$ cat config.mk
export PLATFORM = sky130hd
export DESIGN_NAME = key_sequence_detector_flat
export DESIGN_NICKNAME = d
export VERILOG_FILES = /design/src/hw/rtl/ksd_pkg.sv /design/src/hw/rtl/ksd_if.sv /design/src/hw/rtl/ksd_csr.sv /design/src/hw/rtl/ksd_core.sv /design/src/hw/rtl/key_sequence_detector.sv /design/src/flat_wrapper.sv
export VERILOG_INCLUDE_DIRS = /design/src /design/src/hw/rtl
export SDC_FILE = /design/constraint.sdc
export NUM_CORES = 1
export LEC_CHECK = 0
export ABC_AREA = 1
export BUFFER_PORTS_ARGS = -buffer_cell sky130_fd_sc_hd__buf_2
export CORE_ASPECT_RATIO = 1.25
export CORE_UTILIZATION = 60
export DETAILED_ROUTE_END_ITERATION = 8
export MAX_ROUTING_LAYER = met4
export PLACE_DENSITY = 0.8
export REMOVE_ABC_BUFFERS = 1
export SLEW_MARGIN = 20
export SYNTH_ARGS = -nofsm -noshare
export SYNTH_HDL_FRONTEND = slang
export SYNTH_SLANG_ARGS = --single-unit
$ cat constraint.sdc
create_clock -name clock -period 15 [get_ports clock]
set_input_delay 3 -clock clock [delete_from_list [all_inputs] [get_ports clock]]
set_output_delay 3 -clock clock [all_outputs]
set_load 0.01 [all_outputs]
$ cat src/hw/rtl/key_sequence_detector_assert.svh
// assertion macros of the key sequence detector rtl
`ifndef KEY_SEQUENCE_DETECTOR_ASSERT_SVH
`define KEY_SEQUENCE_DETECTOR_ASSERT_SVH

`ifndef SYNTH

// same-cycle implication, checked out of reset
`define KSD_ASSERT_IMP(label, clk, rst, ante, cons) \
   label: assert property (@(posedge clk) disable iff (rst) (ante) |-> (cons)) \
      else $error("assertion failed");

// next-cycle implication, checked out of reset
`define KSD_ASSERT_NEXT(label, clk, rst, ante, cons) \
   label: assert property (@(posedge clk) disable iff (rst) (ante) |=> (cons)) \
      else $error("assertion failed");

`else

`define KSD_ASSERT_IMP(label, clk, rst, ante, cons)
`define KSD_ASSERT_NEXT(label, clk, rst, ante, cons)

`endif

`endif

$ cat src/hw/rtl/ksd_pkg.sv
// types, constants and helper functions of the key sequence detector
package ksd_pkg;

   localparam int MAX_SEQUENCE = 16;
   localparam int MAX_DIGITS   = 2;

   localparam int KEY_W   = 8;
   localparam int TICK_W  = 31;
   localparam int WORD_W  = 64;
   localparam int LEN_W   = $clog2(MAX_SEQUENCE + 1);
   localparam int POS_W   = $clog2(MAX_SEQUENCE);
   localparam int CNT_W   = 2;
   localparam int TO_W    = 16;
   localparam int INDEX_W = 3;

   // register indexes
   localparam logic [INDEX_W-1:0] CSR_SEQ_LOW   = 3'd0;
   localparam logic [INDEX_W-1:0] CSR_SEQ_HIGH  = 3'd1;
   localparam logic [INDEX_W-1:0] CSR_SEQ_LEN   = 3'd2;
   localparam logic [INDEX_W-1:0] CSR_DIGITS    = 3'd3;
   localparam logic [INDEX_W-1:0] CSR_TIMEOUT   = 3'd4;
   localparam logic [INDEX_W-1:0] CSR_LONG_TO   = 3'd5;
   localparam logic [INDEX_W-1:0] CSR_KEYS_MOVE = 3'd6;

   localparam logic [LEN_W-1:0] LEN_RESET     = LEN_W'(1);
   localparam logic [TO_W-1:0]  TIMEOUT_RESET = TO_W'(140);

   localparam logic [KEY_W-1:0] CHAR_LOWER_A = 8'h61;
   localparam logic [KEY_W-1:0] CHAR_LOWER_Z = 8'h7A;
   localparam logic [KEY_W-1:0] CHAR_CASE    = 8'h20;
   localparam logic [KEY_W-1:0] CHAR_ZERO    = 8'h30;
   localparam logic [KEY_W-1:0] CHAR_NINE    = 8'h39;

   typedef struct packed {
      logic [WORD_W-1:0] seq_low;
      logic [WORD_W-1:0] seq_high;
      logic [LEN_W-1:0]  seq_len;
      logic [CNT_W-1:0]  digit_count;
      logic [TO_W-1:0]   timeout;
      logic              long_timeout;
      logic              keys_move;
   } cfg_type;

   typedef struct packed {
      logic [KEY_W-1:0]  key_code;
      logic [TICK_W-1:0] now_tick;
   } item_type;

   typedef struct packed {
      logic             matched;
      logic [KEY_W-1:0] first_digit;
      logic [KEY_W-1:0] second_digit;
      logic             swallow_key;
   } result_type;

   // ascii a-z folded onto A-Z
   function automatic logic [KEY_W-1:0] fold_case(input logic [KEY_W-1:0] c);
      if (c >= CHAR_LOWER_A && c <= CHAR_LOWER_Z) begin
         return c - CHAR_CASE;
      end
      return c;
   endfunction

   function automatic logic [KEY_W-1:0] seq_char(input logic [WORD_W-1:0] low,
                                                 input logic [WORD_W-1:0] high,
                                                 input logic [POS_W-1:0]  idx);
      logic [2*WORD_W-1:0] both;
      both = {high, low};
      return both[idx*KEY_W +: KEY_W];
   endfunction

endpackage

$ cat src/hw/rtl/ksd_if.sv
// handshake channel interfaces of the key sequence detector
interface ksd_req_if;
   import ksd_pkg::*;
   logic              valid;
   logic              ready;
   logic [KEY_W-1:0]  key_code;
   logic [TICK_W-1:0] now_tick;
   modport source (output valid, output key_code, output now_tick, input ready);
   modport sink (input valid, input key_code, input now_tick, output ready);
endinterface

interface ksd_rsp_if;
   import ksd_pkg::*;
   logic             valid;
   logic             ready;
   logic             matched;
   logic [KEY_W-1:0] first_digit;
   logic [KEY_W-1:0] second_digit;
   logic             swallow_key;
   modport source (output valid, output matched, output first_digit,
                   output second_digit, output swallow_key, input ready);
   modport sink (input valid, input matched, input first_digit,
                 input second_digit, input swallow_key, output ready);
endinterface

interface ksd_csr_if;
   import ksd_pkg::*;
   logic               valid;
   logic               ready;
   logic [INDEX_W-1:0] reg_index;
   logic [WORD_W-1:0]  wdata;
   modport source (output valid, output reg_index, output wdata, input ready);
   modport sink (input valid, input reg_index, input wdata, output ready);
endinterface

$ cat src/hw/rtl/ksd_csr.sv
// configuration register file of the key sequence detector
module ksd_csr (
   input  logic             clock,
   input  logic             reset,
   ksd_csr_if.sink          csr,
   output ksd_pkg::cfg_type cfg
);
   import ksd_pkg::*;

   cfg_type cfg_ff;
   cfg_type cfg_in;

   assign csr.ready = 1'b1;
   assign cfg = cfg_ff;

   always_comb begin
      cfg_in = cfg_ff;
      if (csr.valid) begin
         unique case (csr.reg_index)
            CSR_SEQ_LOW:   cfg_in.seq_low      = csr.wdata;
            CSR_SEQ_HIGH:  cfg_in.seq_high     = csr.wdata;
            CSR_SEQ_LEN:   cfg_in.seq_len      = csr.wdata[LEN_W-1:0];
            CSR_DIGITS:    cfg_in.digit_count  = csr.wdata[CNT_W-1:0];
            CSR_TIMEOUT:   cfg_in.timeout      = csr.wdata[TO_W-1:0];
            CSR_LONG_TO:   cfg_in.long_timeout = csr.wdata[0];
            CSR_KEYS_MOVE: cfg_in.keys_move    = csr.wdata[0];
            default:       cfg_in = cfg_ff;
         endcase
      end
   end

   always_ff @(posedge clock) begin
      if (reset) begin
         cfg_ff.seq_low      <= '0;
         cfg_ff.seq_high     <= '0;
         cfg_ff.seq_len      <= LEN_RESET;
         cfg_ff.digit_count  <= '0;
         cfg_ff.timeout      <= TIMEOUT_RESET;
         cfg_ff.long_timeout <= 1'b0;
         cfg_ff.keys_move    <= 1'b0;
      end else begin
         cfg_ff <= cfg_in;
      end
   end
endmodule

$ cat src/hw/rtl/ksd_core.sv
// match state and per-key step logic of the key sequence detector
module ksd_core (
   input  logic                clock,
   input  logic                reset,
   input  logic                advance,
   input  ksd_pkg::item_type   item,
   input  ksd_pkg::cfg_type    cfg,
   output ksd_pkg::result_type result,
   output logic                idle_state
);
   import ksd_pkg::*;

   logic [LEN_W-1:0]  pos_ff, pos_in;
   logic [CNT_W-1:0]  digits_ff, digits_in;
   logic [TICK_W-1:0] last_tick_ff, last_tick_in;
   logic [KEY_W-1:0]  store_ff [MAX_DIGITS];
   logic [KEY_W-1:0]  store_in [MAX_DIGITS];

   logic [LEN_W-1:0]  len_eff;
   logic [CNT_W-1:0]  need;
   logic [TO_W-1:0]   limit;
   logic [TICK_W:0]   diff;
   logic [KEY_W-1:0]  key_f;
   logic              abort;

   assign len_eff = (cfg.seq_len > LEN_W'(MAX_SEQUENCE)) ? LEN_W'(MAX_SEQUENCE) : cfg.seq_len;
   assign need    = (cfg.digit_count > CNT_W'(MAX_DIGITS)) ? CNT_W'(MAX_DIGITS)
                                                           : cfg.digit_count;
   assign limit   = cfg.long_timeout ? cfg.timeout : (cfg.timeout >> 1);
   assign key_f   = fold_case(item.key_code);
   // tick going back shows up as the sign bit
   assign diff    = {1'b0, item.now_tick} - {1'b0, last_tick_ff};
   assign idle_state = (pos_ff == '0) && (digits_ff == '0);

   always_comb begin
      pos_in       = pos_ff;
      digits_in    = digits_ff;
      last_tick_in = item.now_tick;
      store_in     = store_ff;
      abort        = 1'b0;
      result       = '0;

      if (last_tick_ff != '0 && !diff[TICK_W] && diff > (TICK_W+1)'(limit)) begin
         pos_in    = '0;
         digits_in = '0;
      end

      if (pos_in < len_eff) begin
         if (key_f == fold_case(seq_char(cfg.seq_low, cfg.seq_high, pos_in[POS_W-1:0]))) begin
            pos_in = pos_in + LEN_W'(1);
         end else if (key_f == fold_case(seq_char(cfg.seq_low, cfg.seq_high, '0))) begin
            pos_in = LEN_W'(1);
         end else begin
            pos_in = '0;
         end
         digits_in = '0;
         result.swallow_key = (pos_in > LEN_W'(1)) && !cfg.keys_move;
      end else if (digits_in < need) begin
         if (item.key_code < CHAR_ZERO || item.key_code > CHAR_NINE) begin
            abort        = 1'b1;
            pos_in       = '0;
            digits_in    = '0;
            last_tick_in = '0;
         end else begin
            store_in[digits_in[0]] = item.key_code;
            digits_in = digits_in + CNT_W'(1);
         end
      end

      if (!abort && pos_in >= len_eff && digits_in >= need) begin
         result.matched      = 1'b1;
         result.first_digit  = (need > CNT_W'(0)) ? store_in[0] : '0;
         result.second_digit = (need > CNT_W'(1)) ? store_in[1] : '0;
         pos_in       = '0;
         digits_in    = '0;
         last_tick_in = '0;
      end
   end

   always_ff @(posedge clock) begin
      if (reset) begin
         pos_ff       <= '0;
         digits_ff    <= '0;
         last_tick_ff <= '0;
         store_ff     <= '{default: '0};
      end else if (advance) begin
         pos_ff       <= pos_in;
         digits_ff    <= digits_in;
         last_tick_ff <= last_tick_in;
         store_ff     <= store_in;
      end
   end
endmodule

$ cat src/hw/rtl/key_sequence_detector.sv
// top level of the key sequence detector
//
//  channel  | dir | handshake   | payload
//  req_bus  | in  | valid/ready | key_code[7:0], now_tick[30:0]
//  rsp_bus  | out | valid/ready | matched, first_digit[7:0], second_digit[7:0], swallow_key
//  csr_bus  | in  | valid/ready | reg_index[2:0], wdata[63:0]
//
// one request per cycle sustained while rsp_bus is ready; a result passes through the
// input register, then step logic into the result register
// reset clears match progress, timer and registers to their defaults
// a stalled result holds the result register, and the input register still
// takes one more request behind it; csr writes are always taken
module key_sequence_detector (
   input logic      clock,
   input logic      reset,
   ksd_req_if.sink  req_bus,
   ksd_rsp_if.source rsp_bus,
   ksd_csr_if.sink  csr_bus
);
   import ksd_pkg::*;

   `include "key_sequence_detector_assert.svh"

   cfg_type    cfg;
   result_type step_result;
   logic       core_idle;

   logic       in_valid_ff, in_valid_in;
   item_type   in_item_ff;
   logic       out_valid_ff, out_valid_in;
   result_type out_ff;
   logic       advance;
   logic       req_take;

   ksd_csr u_csr (
      .clock (clock),
      .reset (reset),
      .csr   (csr_bus),
      .cfg   (cfg)
   );

   ksd_core u_core (
      .clock      (clock),
      .reset      (reset),
      .advance    (advance),
      .item       (in_item_ff),
      .cfg        (cfg),
      .result     (step_result),
      .idle_state (core_idle)
   );

   assign advance       = in_valid_ff && (!out_valid_ff || rsp_bus.ready);
   assign req_bus.ready = !in_valid_ff || advance;
   assign req_take      = req_bus.valid && req_bus.ready;

   assign in_valid_in  = req_take ? 1'b1 : (advance ? 1'b0 : in_valid_ff);
   assign out_valid_in = advance ? 1'b1 : (rsp_bus.ready ? 1'b0 : out_valid_ff);

   always_ff @(posedge clock) begin
      if (reset) begin
         in_valid_ff  <= 1'b0;
         out_valid_ff <= 1'b0;
      end else begin
         in_valid_ff  <= in_valid_in;
         out_valid_ff <= out_valid_in;
      end
   end

   always_ff @(posedge clock) begin
      if (req_take) begin
         in_item_ff.key_code <= req_bus.key_code;
         in_item_ff.now_tick <= req_bus.now_tick;
      end
      if (advance) begin
         out_ff <= step_result;
      end
   end

   assign rsp_bus.valid        = out_valid_ff;
   assign rsp_bus.matched      = out_ff.matched;
   assign rsp_bus.first_digit  = out_ff.first_digit;
   assign rsp_bus.second_digit = out_ff.second_digit;
   assign rsp_bus.swallow_key  = out_ff.swallow_key;

   `KSD_ASSERT_IMP(a_full_blocks_req, clock, reset, in_valid_ff && out_valid_ff && !rsp_bus.ready, !req_bus.ready)
   `KSD_ASSERT_NEXT(a_step_lands, clock, reset, advance, out_valid_ff)
   `KSD_ASSERT_NEXT(a_match_clears, clock, reset, advance && step_result.matched, core_idle)
   `KSD_ASSERT_IMP(a_nomatch_no_digits, clock, reset, out_valid_ff && !out_ff.matched, out_ff.first_digit == '0 && out_ff.second_digit == '0)
endmodule

$ cat src/flat_wrapper.sv
// flat-port wrapper written by rule: the top's interface ports become plain ports
module key_sequence_detector_flat import ksd_pkg::*;
  (clock, reset, req_bus_valid, req_bus_key_code, req_bus_now_tick, req_bus_ready, rsp_bus_valid, rsp_bus_matched, rsp_bus_first_digit, rsp_bus_second_digit, rsp_bus_swallow_key, rsp_bus_ready, csr_bus_valid, csr_bus_reg_index, csr_bus_wdata, csr_bus_ready);
  ksd_req_if req_bus_i ();
  ksd_rsp_if rsp_bus_i ();
  ksd_csr_if csr_bus_i ();
  input logic clock;
  input logic reset;
  input wire logic [$bits(req_bus_i.valid)-1:0] req_bus_valid;
  input wire logic [$bits(req_bus_i.key_code)-1:0] req_bus_key_code;
  input wire logic [$bits(req_bus_i.now_tick)-1:0] req_bus_now_tick;
  output wire logic [$bits(req_bus_i.ready)-1:0] req_bus_ready;
  output wire logic [$bits(rsp_bus_i.valid)-1:0] rsp_bus_valid;
  output wire logic [$bits(rsp_bus_i.matched)-1:0] rsp_bus_matched;
  output wire logic [$bits(rsp_bus_i.first_digit)-1:0] rsp_bus_first_digit;
  output wire logic [$bits(rsp_bus_i.second_digit)-1:0] rsp_bus_second_digit;
  output wire logic [$bits(rsp_bus_i.swallow_key)-1:0] rsp_bus_swallow_key;
  input wire logic [$bits(rsp_bus_i.ready)-1:0] rsp_bus_ready;
  input wire logic [$bits(csr_bus_i.valid)-1:0] csr_bus_valid;
  input wire logic [$bits(csr_bus_i.reg_index)-1:0] csr_bus_reg_index;
  input wire logic [$bits(csr_bus_i.wdata)-1:0] csr_bus_wdata;
  output wire logic [$bits(csr_bus_i.ready)-1:0] csr_bus_ready;
  assign req_bus_i.valid = req_bus_valid;
  assign req_bus_i.key_code = req_bus_key_code;
  assign req_bus_i.now_tick = req_bus_now_tick;
  assign req_bus_ready = req_bus_i.ready;
  assign rsp_bus_valid = rsp_bus_i.valid;
  assign rsp_bus_matched = rsp_bus_i.matched;
  assign rsp_bus_first_digit = rsp_bus_i.first_digit;
  assign rsp_bus_second_digit = rsp_bus_i.second_digit;
  assign rsp_bus_swallow_key = rsp_bus_i.swallow_key;
  assign rsp_bus_i.ready = rsp_bus_ready;
  assign csr_bus_i.valid = csr_bus_valid;
  assign csr_bus_i.reg_index = csr_bus_reg_index;
  assign csr_bus_i.wdata = csr_bus_wdata;
  assign csr_bus_ready = csr_bus_i.ready;
  key_sequence_detector u_core (.clock(clock), .reset(reset), .req_bus(req_bus_i), .rsp_bus(rsp_bus_i), .csr_bus(csr_bus_i));
endmodule
### After elaboration in Yosys (flattened, before gate mapping)

Index checks and enable logic that the tools add are counted.

| operators by class | value |
|---|---|
| add/subtract/negate cells | 6 |
| multipliers | 0 |
| divide/modulo/power cells | 0 |
| $lt $le $gt $ge | 20 |
| equal/unequal tests | 8 |
| shift-type cells | 1 |
| multiplexer cells | 51 |
| bitwise operators | 1 |
| reduce and logical (&&, ||, !) cells | 32 |

Operator list:

| cell | number |
|---|---|
| 128-bit by 8-bit variable part select with 8-bit output | 1 |
| 31-bit 2-to-1 mux | 4 |
| 8-bit 2-to-1 mux | 12 |
| 16-bit 2-to-1 mux | 4 |
| 5-bit 2-to-1 mux | 8 |
| 32-bit by 16-bit greater-than comparator with 1-bit output | 1 |
| 31-bit by 31-bit subtractor with 32-bit output | 1 |
| 31-bit nonzero test | 1 |
| 8-bit by 7-bit greater-or-equal comparator with 1-bit output, second input constant | 3 |
| 8-bit by 7-bit less-or-equal comparator with 1-bit output, second input constant | 3 |
| 8-bit by 6-bit subtractor with 8-bit output, second input constant | 3 |
| 2-bit AND reduction | 9 |
| 17-bit 2-to-1 mux | 1 |
| 16-bit bitwise mux | 1 |
| 8-bit == test | 2 |
| 1-bit 2-to-1 mux | 14 |
| 2-bit 2-to-1 mux | 6 |
| 1-bit logical AND | 11 |
| 3-bit == test, second input constant | 3 |
| 8-bit demux with 1-bit select | 1 |
| 8-bit by 6-bit greater-than comparator with 1-bit output, second input constant | 1 |
| 8-bit by 6-bit less-than comparator with 1-bit output, second input constant | 1 |
| 3-bit by 2-bit == test with 1-bit output, second input constant | 2 |
| 5-bit by 1-bit adder with 5-bit output, second input constant | 1 |
| other kinds (17) | 25 |

| storage, ports and cells | value |
|---|---|
| bits in registers | 266 |
| latch bits | 0 |
| RAM bits | 0 |
| ROM bits | 0 |
| bits of input ports | 111 |
| output and inout port bits | 21 |
| logic and storage cells | 139 |
| memories | 0 |

### Depth between registers and ports, before layout

| depth | value |
|---|---|
| depth in word-level cells | 27 |
| mapped depth | 57 |
| gate-level depth less buffers | 54 |

### Cells and area by module

From an unflattened synthesis, not the netlist that was laid out.

| second synthesis, totals | value |
|---|---|
| cell total of the unflattened synthesis | 2,418 |
| area, all modules | 15,924.0 um2 |

Modules (own cells, without submodules):

| module | times used | cells an instance | area an instance (um2) | seq. area each (um2) |
|---|---|---|---|---|
| ksd_core | 1 | 1,439 | 7,912.6 | 1,081.0 |
| ksd_csr | 1 | 910 | 6,208.5 | 3,062.9 |
| key_sequence_detector | 1 | 69 | 1,803.0 | 1,751.7 |

### Worst setup path before layout

Ideal clock, no wire load.

| timing | value |
|---|---|
| path type | flip-flop to flip-flop |
| start | reg u_core.in_item_ff[0] (netlist name) |
| end | reg u_core.u_core.last_tick_ff[10] |
| setup time | 70 ps |
| data arrival time | 6,139 ps |
| data required time | 14,930 ps |
| path slack | 8,791 ps |
| cell stages (with the launch flop) | 46 |
| path buffers | 5 |
| clock period less this slack | 6,209 ps |
| cells stage by stage | edfxtp_1 -> inv_1 -> ha_1 -> fa_1 -> inv_1 -> nand3_1 -> nand3_1 -> nand2_1 -> nand3_1 -> xor2_1 -> ha_1 -> nand2_1 -> nor3_1 -> nand3_1 -> nand2_1 -> nand3_1 -> nor2_1 -> nand2_1 -> [10 not listed] -> o2111ai_1 -> inv_1 -> clkbuf_1 -> nand3_1 -> nand2_1 -> inv_1 -> ha_1 -> o21a_1 -> o21a_1 -> o21a_1 -> o21a_1 -> o21ai_0 -> a21oi_1 -> nor2_1 -> buf_2 -> buf_2 -> nand3_1 -> a21oi_1 |

| on the way | value |
|---|---|
| longest elaborated chain between the ends | 20 |
| elaborated cells between the ends (all ways) | 40 |
| classes of those cells | add/sub: 4; order compare: 7; eq/ne: 1; shift: 1; mux: 20; reduce/logical: 7 |

RTL lines:

| what | RTL line | source |
|---|---|---|
| start, declared | key_sequence_detector.sv:29 | `item_type in_item_ff;` |
| 31-bit by 31-bit subtractor with 32-bit output (*) | ksd_core.sv:32 | `assign diff = {1'b0, item.now_tick} - {1'b0, last_tick_ff};` |
| branches (longest 2 deep; another with 32-bit by 16-bit greater-than comparator with 1-bit output) | n/a |  |
| 1-bit logical AND (*) | ksd_core.sv:43 | `if (last_tick_ff != '0 && !diff[TICK_W] && diff > (TICK_W+1)'(limit)) begin` |
| 5-bit 2-to-1 mux | ksd_core.sv:43 |  |
| 128-bit by 8-bit variable part select with 8-bit output | ksd_pkg.sv:69 | `return both[idx*KEY_W +: KEY_W];` |
| 8-bit by 7-bit greater-or-equal comparator with 1-bit output / 8-bit by 7-bit less-or-equal comparator with 1-bit output (equally long branches) | ksd_pkg.sv:58 | `if (c >= CHAR_LOWER_A && c <= CHAR_LOWER_Z) begin` |
| 1-bit logical AND | ksd_pkg.sv:58 |  |
| 1-bit 2-to-1 mux | ksd_pkg.sv:58 |  |
| 1-bit 2-to-1 mux | ksd_core.sv:48 | `if (pos_in < len_eff) begin` |
| 8-bit 2-to-1 mux | ksd_pkg.sv:61 | `return c;` |
| 8-bit 2-to-1 mux | ksd_core.sv:48 |  |
| 8-bit == test | ksd_core.sv:49 | `if (key_f == fold_case(seq_char(cfg.seq_low, cfg.seq_high, pos_in[POS_W-1:0]))) begin` |
| 5-bit 2-to-1 mux | ksd_core.sv:49 |  |
| 5-bit 2-to-1 mux (2 in a row) | ksd_core.sv:48 |  |
| 5-bit greater-or-equal comparator | ksd_core.sv:70 | `if (!abort && pos_in >= len_eff && digits_in >= need) begin` |
| 1-bit logical AND (2 in a row) | ksd_core.sv:70 |  |
| 31-bit 2-to-1 mux (*) | ksd_core.sv:70 |  |
| end signal, assigned | ksd_core.sv:89 | `last_tick_ff <= last_tick_in;` |
| end, declared | ksd_core.sv:15 | `logic [TICK_W-1:0] last_tick_ff, last_tick_in;` |

Mark *: on every way between the ends. The select of a mux whose other input is x is not followed.
A chain may end at the register's enable or synchronous reset.

### Worst setup path in the final report

| timing | value |
|---|---|
| start | reg u_core.u_core.last_tick_ff[2] |
| end | reg u_core.u_core.last_tick_ff[1] |

| on the way | value |
|---|---|
| longest elaborated chain between the ends | 20 |
| elaborated cells between the ends (all ways) | 41 |
| classes of those cells | add/sub: 4; order compare: 7; eq/ne: 1; shift: 1; mux: 20; reduce/logical: 8 |

RTL lines:

| what | RTL line |
|---|---|
| branches (longest 3 deep; another with 31-bit by 31-bit subtractor with 32-bit output) | n/a |
| 1-bit logical AND (*) | ksd_core.sv:43 |
| 5-bit 2-to-1 mux | ksd_core.sv:43 |
| 128-bit by 8-bit variable part select with 8-bit output | ksd_pkg.sv:69 |
| 8-bit by 7-bit greater-or-equal comparator with 1-bit output / 8-bit by 7-bit less-or-equal comparator with 1-bit output (equally long branches) | ksd_pkg.sv:58 |
| 1-bit logical AND | ksd_pkg.sv:58 |
| 1-bit 2-to-1 mux | ksd_pkg.sv:58 |
| 1-bit 2-to-1 mux | ksd_core.sv:48 |
| 8-bit 2-to-1 mux | ksd_pkg.sv:61 |
| 8-bit 2-to-1 mux | ksd_core.sv:48 |
| 8-bit == test | ksd_core.sv:49 |
| 5-bit 2-to-1 mux | ksd_core.sv:49 |
| 5-bit 2-to-1 mux (2 in a row) | ksd_core.sv:48 |
| 5-bit greater-or-equal comparator | ksd_core.sv:70 |
| 1-bit logical AND (2 in a row) | ksd_core.sv:70 |
| 31-bit 2-to-1 mux (*) | ksd_core.sv:70 |

Marks and branches as above.

==> qor.csv <==
metric;value;unit
htree depth;1;
Post-Synth Simple-Gate Area;30.0;%
count leader, synth;nand2_1;
vias in the first global route;13500;
largest family of logic cells by synthesized area;simple AND/OR/NAND/NOR gates;
Fillers;2150;
GP Congestion;0.982;
met2 WL;20.8;mm
antenna violations before repair;0;
Slew @ Worst Pin;0.993;ns
clock slew at reported path FFs;0.06;ns
Pwr Density;108;nW/um^2
DRC violations left;0;
first-pass GRT wire length;65.1;mm
Final nets;2388;
Crit path required time;15.46;ns
crit share post-route;56.2;%
Max FO, Critical Path;39;
Resize count post-CTS;0;
Synth top cells by count;463 x nand2_1, 319 x nor2_1, 263 x inv_1;
Die Width;142;microns
Worst Clk Skew;0.0134;ns
Row Count;63;
I/O Buffers;130;
post-route met1 wirelength;16.2;mm
FMAX;119;MHz
Hold Path Cell Cnt;2;
critical path class;flip-flop to flip-flop;
min-delay worst type;flip-flop to flip-flop;
via density per instance;5.52;
Fin Setup TNS;0;ns
largest cells by area after synthesis;dfxtp_1 28%, nand2_1 12%, edfxtp_1 12%;
outcome;complete, no violations;
Post-CTS Setup Bufs;0;
Setup WS pre-CTS;6.70;ns
ys flop type;dfxtp_1;
Final setup viols;0;
hold_buf cts;0;
gr ovfl total;0;
Critical Path End Type;flip-flop;
Routed Antenna Nets;0;
DP HPWL;28.5;mm
critical path's slowest cell;nand2_2;
Total GRT Usage;33.3;%
Die H;178;microns
share of cells above drive strength 1;10.4;%
Seq/Total Area, Yosys;39.8;%
reg2reg path depth;47;
TritonCTS buffer count;27;
Max stage delay on crit path;0.49;ns
starting density of the core;61.8;%
mux share of post-synthesis cell area;0.203;%
worst vdd ir;0.000107;V
Synth cell types;49;
drt first pass iters;7;
worst setup margin;6.58;ns
clk root buf;clkbuf_16;
CP Data Arrival Time;8.89;ns
Post-synth EDFFs;57;
top sig layer;met4;
Mapped Cells;2137;
placed insts;2509;
Clock Sinks;266;
CTS max path bufs;3;
final wirelength;40.5;mm
Die ar.;25300;sq um
Adder-Cell Fraction of Synth Area;5.46;%
Post-synth ARST share;0;%
cell repeated most along the worst path;nand2_1;
Vias;14100;
Antenna Cells;0;
worst skew pair latency;0.54;ns
non-filler cells, final;2558;
Area Overhead vs Synth;10.8;%
cell taking the most area after synthesis;dfxtp_1;
Synth Warn #;0;
Slew headroom;33.4;%
Synth Area in XOR/XNOR;1.54;%
flops & latches, synth;266;
max-slew violation count;0;
I/O pins;132;
max-cap violation count;0;
Post-Syn Area;14800;sq um
Fin. Hold Viols;0;
RSZ-0062 raised after global routing;false;
CTS tree;done;
Iter 0 DRT Violations;877;
CP Launch Type;flip-flop;
largest net degree at the start of global routing;84;
core footprint;24000;sq um
top-area cell type share of the netlist area;28.3;%
met3 WL post-DR;1.80;mm
DR WL/cell;15.8;microns
post-synthesis compound-gate area fraction;12.9;%
Tmin final;8.42;ns
Mean Syn Cell Area;6.93;sq um
leakage;7.62;nW
## logic make-up after synthesis
| kind of cell | count (synthesis) |
|---|---|
| other | 1 |
| buffers and inverters | 371 |
| AO/OA/AOI/OAI | 354 |
| adder cells (fa/ha/maj) | 64 |
| AND/OR/NAND/NOR | 1052 |
| multiplexers | 3 |
| flip-flops | 266 |
| XOR/XNOR | 26 |
## registers in the layout (all words and copies together), names as in the netlist
| signal | count |
|---|---|
| u_core.rsp_bus.first_digit | 8 |
| u_core.u_core.store_ff | 16 |
| u_core.u_core.pos_ff | 5 |
| u_core.rsp_bus.swallow_key | 1 |
| u_core.u_core.last_tick_ff | 31 |
| u_core.in_item_ff | 39 |
| u_core.rsp_bus.valid | 1 |
| u_core.rsp_bus.matched | 1 |
| u_core.u_csr.cfg | 153 |
| u_core.in_valid_ff | 1 |
| u_core.u_core.digits_ff | 2 |
| u_core.rsp_bus.second_digit | 8 |
## placed cells by master (no fill, tap or decap), types with 10 or more instances in the layout
cell       instances
nand2_1          463
nor2_1           316
inv_1            260
dfxtp_1          209
nand3_1          187
o21ai_0          173
a21oi_1          130
buf_2            130
ha_1              63
edfxtp_1          57
clkbuf_16         27
o211ai_1          21
xor2_1            21
nand4_1           16
buf_4             13
nand3b_1          12
o2111ai_1         11
nor3_1            10
or2_2             10
## per-stage QoR
| step | power (mW) | cell area, sq um | hold WS (ns) | utilization, % |
|---|---|---|---|---|
| final | 1.77 | 16400 | 0.455 | 68.4 |
| after global routing | 1.85 | 16400 | 0.473 | 68.4 |
| after CTS | 1.78 | 16400 | 0.454 | 68.4 |
| after detailed placement | 1.11 | 15500 | 0.445 | 64.8 |
| after global placement | 1.11 | 15500 | 0.438 | 64.8 |
| after floorplan | 1.01 | 14400 | 0.427 | - |
## layout make-up
class                           instances  area, sq um  share of cell area, %
Multi-Input combinational cell       1500         7430                   45.3
Sequential cell                       266         5900                   35.9
Inverter                              275         1040                   6.33
Clock buffer                           39          801                   4.88
Timing Repair Buffer                  143          748                   4.56
Tap cell                              325          407                   2.48
Clock inverter                         10         82.6                  0.504
## per-layer routing
layer  global-route usage [%]  vias to the layer above
met1                     36.6                     6516
met2                     60.1                      422
met4                     15.6                        0
li1                         -                     7059
met3                     3.26                      119
met5                        -                        -
## critical path, delay by kind of cell, from the launching register on
family / cells / cell delay, ns
buffers and inverters: 7 / 1.59
AND/OR/NAND/NOR: 26 / 3.48
XOR/XNOR: 1 / 0.13
adder cells (fa/ha/maj): 4 / 1.24
flip-flops: 1 / 0.36
AO/OA/AOI/OAI: 9 / 1.48
## report_power, final
| part | internal (mW) | switching (mW) |
|---|---|---|
| clock network | 0.387 | 0.284 |
| registers | 0.763 | 0.0199 |
| logic | 0.108 | 0.209 |
| total | 1.26 | 0.513 |
## path summary, 6_finish.rpt
check,from,end,slack (ns)
hold reg to reg,u_core.u_csr.cfg[102]$_SDFFE_PP0P_,u_core.u_csr.cfg[102]$_SDFFE_PP0P_,0.46
hold / removal,u_core.u_csr.cfg[102]$_SDFFE_PP0P_,u_core.u_csr.cfg[102]$_SDFFE_PP0P_,0.46
setup / recovery,u_core.u_core.last_tick_ff[2]$_SDFFE_PP0P_,u_core.u_core.last_tick_ff[1]$_SDFFE_PP0P_,6.58
setup reg to reg,u_core.u_core.last_tick_ff[2]$_SDFFE_PP0P_,u_core.u_core.last_tick_ff[1]$_SDFFE_PP0P_,6.58
Note: power is estimated with default switching activity, not from simulation.
